File: src/rtl/core/lob_ram.sv
// ----------------------------------------------------------------------------
// lob_ram
// generic single write port ram with registered read
// ----------------------------------------------------------------------------
module lob_ram #(
	parameter int WIDTH = 8,
	parameter int DEPTH = 256
) (
	input  logic                     clk,
	input  logic                     we,
	input  logic [$clog2(DEPTH)-1:0] waddr,
	input  logic [WIDTH-1:0]         wdata,
	input  logic [$clog2(DEPTH)-1:0] raddr,
	output logic [WIDTH-1:0]         rdata
);

	logic [WIDTH-1:0] mem [DEPTH];

	always_ff @(posedge clk) begin
		if (we) begin
			mem[waddr] <= wdata;
		end
		rdata <= mem[raddr];
	end

endmodule

File: config.mk
export PLATFORM = sky130hd
export DESIGN_NAME = lob_ram
export DESIGN_NICKNAME = d
export VERILOG_FILES = /design/src/rtl/core/lob_ram.sv
export SDC_FILE = /design/constraint.sdc
export NUM_CORES = 2
export LEC_CHECK = 0
export BUFFER_PORTS_ARGS = -buffer_cell sky130_fd_sc_hd__buf_2
export CAP_MARGIN = 20
export CORE_MARGIN = 5
export CORE_UTILIZATION = 35
export DETAILED_ROUTE_END_ITERATION = 16
export SETUP_SLACK_MARGIN = 0.02
export SKIP_CTS_REPAIR_TIMING = 1
export SLEW_MARGIN = 25
export SYNTH_ARGS = -nofsm -noshare
export SYNTH_HDL_FRONTEND = slang
export SYNTH_SLANG_ARGS = --single-unit
File: constraint.sdc
create_clock -name clk -period 3.99 [get_ports clk]
set_clock_uncertainty 0.05 [all_clocks]
set_input_delay 0.399 -clock clk [delete_from_list [all_inputs] [get_ports clk]]
set_output_delay 0.399 -clock clk [all_outputs]
set_load 0.01 [all_outputs]
==> results.json <==
{
  "yosysTopAreaCell": "edfxtp_1",
  "synth.mux.area_fraction_pct": 14.62,
  "dr_wl_met3_um": 15640,
  "multiInputGateArea_um2": 16500,
  "synthSimpleGateAreaFrac_pct": 2.628,
  "hold_path_class": "in -> reg",
  "cellLeakagePower_uw": 0.02807,
  "critPathLaunchType": "primary input",
  "crit_end": "rdata[5]",
  "rsz0062_at_grt": "no",
  "yosysTopAreaCellShare_pct": 77.30,
  "wl_met2_um": 95510,
  "postSynthCellCount": 3733,
  "wl_per_cell_um": 27.91,
  "critPathMaxFanout": 54,
  "die_area_um2": 236900,
  "worstPathRequired_ns": 4.64,
  "r2r_end": "rdata[3]",
  "slew_headroom_pct": 25.92,
  "htree_levels": 4,
  "ys.flop_type": "edfxtp_1",
  "fillers": 19970,
  "grt_pass1_wl_um": 288200,
  "synth_warnings": 0,
  "synth-edff-count": 2048,
  "finalMaxSlewViolations": 0,
  "synth.most_common_cell": "edfxtp_1",
  "ant_nets": 0,
  "first_iter_violations": 4541,
  "die_h_um": 486.8,
  "synth_nets": 3759,
  "place_congestion": 0.8294,
  "final_core_utilization_pct": 40.15,
  "arrival_ns": 3.60,
  "synth-xor-area-share_pct": 0,
  "die_x_um": 486.8,
  "firstDrtPassIters": 6,
  "met1_length_um": 83880,
  "ys_async_sr_fraction_pct": 0,
  "grt.overflow.total": 0,
  "cts_tree": "built",
  "viasPerCell": 5.430,
  "yosys-top-cells-area": "edfxtp_1 77%, mux4_2 13%, mux2i_1 1.7%, nor2_1 1.3%, a22oi_1 1.3%",
  "fin_crit_sh_pct": 73.94,
  "vdd_drop_max_v": 0.0004312,
  "dr.max_layer_used": "met5",
  "min_period_ns": 2.950,
  "numCtsBuffers": 204,
  "seq_area_frac_synth_pct": 77.50,
  "nNetsFinal": 4041,
  "status": "finished clean",
  "dp_hpwl_um": 125000,
  "drc_errors": 0,
  "ys_types": 55,
  "power.density_nw_per_um2": 487.1,
  "clk_pin_slew_ns": 0.06,
  "fmax_mhz": 338.9,
  "rows": 175,
  "grt_max_degree": 140,
  "regArea_um2": 61660,
  "worstPathCellList": "buf_8 > buf_12 > buf_12 > mux4_2 > nand2b_1 > a311oi_1 > o221ai_1 > a211oi_1 > buf_4 > nor4_1",
  "port_buffers": 33,
  "hold_violations": 0,
  "finalSetupTns_ns": 0,
  "boundaryPins": 34,
  "endpoint_kind": "flop",
  "synth_fa_ha_area_share_pct": 0,
  "synth_top_family_by_area": "multiplexers",
  "cpMostUsedCell": "buf_12",
  "ff2ff_setup_slack_ns": 1.14,
  "postSynthAreaPerCell_um2": 21.31,
  "area_delta_synth_final_pct": 14.48,
  "clockBufferDepth": 3,
  "synth_compound_area_share_pct": 3.419,
  "ys_ff_latch": 2056,
  "wirelength_um": 200600,
  "crit_path_max_incr_delay_ns": 0.60,
  "layout-drive-gt1-share_pct": 25.30,
  "initial_core_util_pct": 35.07,
  "grtUsageTotal_pct": 16.72,
  "cap_viol_max_count": 0,
  "reg2reg_from": "mem[83][3]",
  "r2r_cells": 7,
  "insertion_delay_ns": 0.85,
  "core_area_um2": 226800,
  "synthTopCellsByCount": "2,048 x edfxtp_1, 454 x mux4_2, 282 x nor2_1",
  "startpoint": "raddr[0]",
  "finalSetupViolations": 0,
  "tightest_slew_ns": 1.111,
  "grt_pass1_vias": 39120,
  "antenna_found_initial": 13,
  "clock-root-buffer": "clkbuf_16",
  "cts_sinks": 2056,
  "vias": 39040,
  "worst_path_max_delay_cell": "a211oi_1",
  "crit_type": "in -> reg",
  "synth_area_um2": 79560
}
worst max-delay path, delay by kind of cell:
kind | cells | cell delay (ns)
AOI/OAI and AO/OA | 3 | 1.22
buffers and inverters | 4 | 1.10
muxes | 1 | 0.55
and+or+nand+nor | 2 | 0.20
cells by family after synthesis:
logic type,count (synthesis)
flops,2056
mux,591
simple gates,466
compound gates,385
buf+inv,235
cell usage in the layout, fill, tap and decap left out, types with 5 or more instances in the layout:
master and n:
a21oi_1 96, mux2i_1 134, a221oi_1 13, nor3_1 22
clkbuf_1 51, buf_8 10, o211ai_1 10, and2_1 6
o221ai_1 46, nand4_1 10, o21ai_0 10, dfxtp_1 8
clkinv_16 6, nor2_1 279, bufinv_16 11, o22a_1 5
diode_2 6, nand2b_1 8, buf_4 241, a211oi_1 16
o22ai_1 28, buf_12 35, a22o_1 8, nand3_1 32
nor2b_1 27, edfxtp_1 2048, mux4_2 454, clkinv_1 43
buf_2 21, nor4_1 23, clkinv_2 35, nand2_1 33
a22oi_1 133, clkbuf_16 205
power by group:
part | leakage, uW | total (uW) | switching (uW) | internal, uW
clock network | 0.00309 | 18300 | 8050 | 10200
logic | 0.00650 | 2240 | 1440 | 801
registers | 0.0185 | 23900 | 51.8 | 23800
total | 0.0281 | 44400 | 9540 | 34800
layout make-up:
cell class              instances  share of cell area (%)
well taps                    3009                   4.134
diodes                          6                 0.01649
clock inverters               107                   1.089
inverters                       2                0.008243
multi-input cells            1442                   18.12
clock buffers                 258                   5.873
flip-flops and latches       2056                   67.70
repair buffers                309                   3.058
sequential cells by signal, summed over array words and instances (netlist names):
register	cells
mem	2048
rdata	8
worst min path at each step:
stage / start / endpoint / slack (ns) / cells after the start
3_3_place_gp: wdata[2] / mem[74][2] / 0.84 / 1
5_1_grt: wdata[0] / mem[170][0] / 0.03 / 1
2_1_floorplan: wdata[0] / mem[0][0] / 0.45 / 0
3_5_place_dp: wdata[2] / mem[75][2] / 0.86 / 1
6_report: wdata[7] / mem[180][7] / 0.04 / 1
4_1_cts: wdata[1] / mem[74][1] / -0.06 / 1
layer usage:
metal / track usage [%] / vias up
met1: 23.60 / 20880
met3: 3.374 / 282
met4: 4.330 / 2
met5: 0 / -
li1: - / 16270
met2: 26.72 / 1603
metrics by stage:
step	instances	power (uW)	hold slack [ns]	setup WS, ns	area [um^2]
6_report	7189	44360	0.03781	1.040	91080
3_3_place_gp	6816	26550	0.8436	0.09990	84690
4_1_cts	7181	44710	-0.05891	1.068	91040
5_1_grt	7183	45700	0.03302	0.9620	91060
2_1_floorplan	3733	25450	0.4479	1.603	79560
3_5_place_dp	6816	26570	0.8602	0.1828	84700
Note: power is estimated with default switching activity, not from simulation.
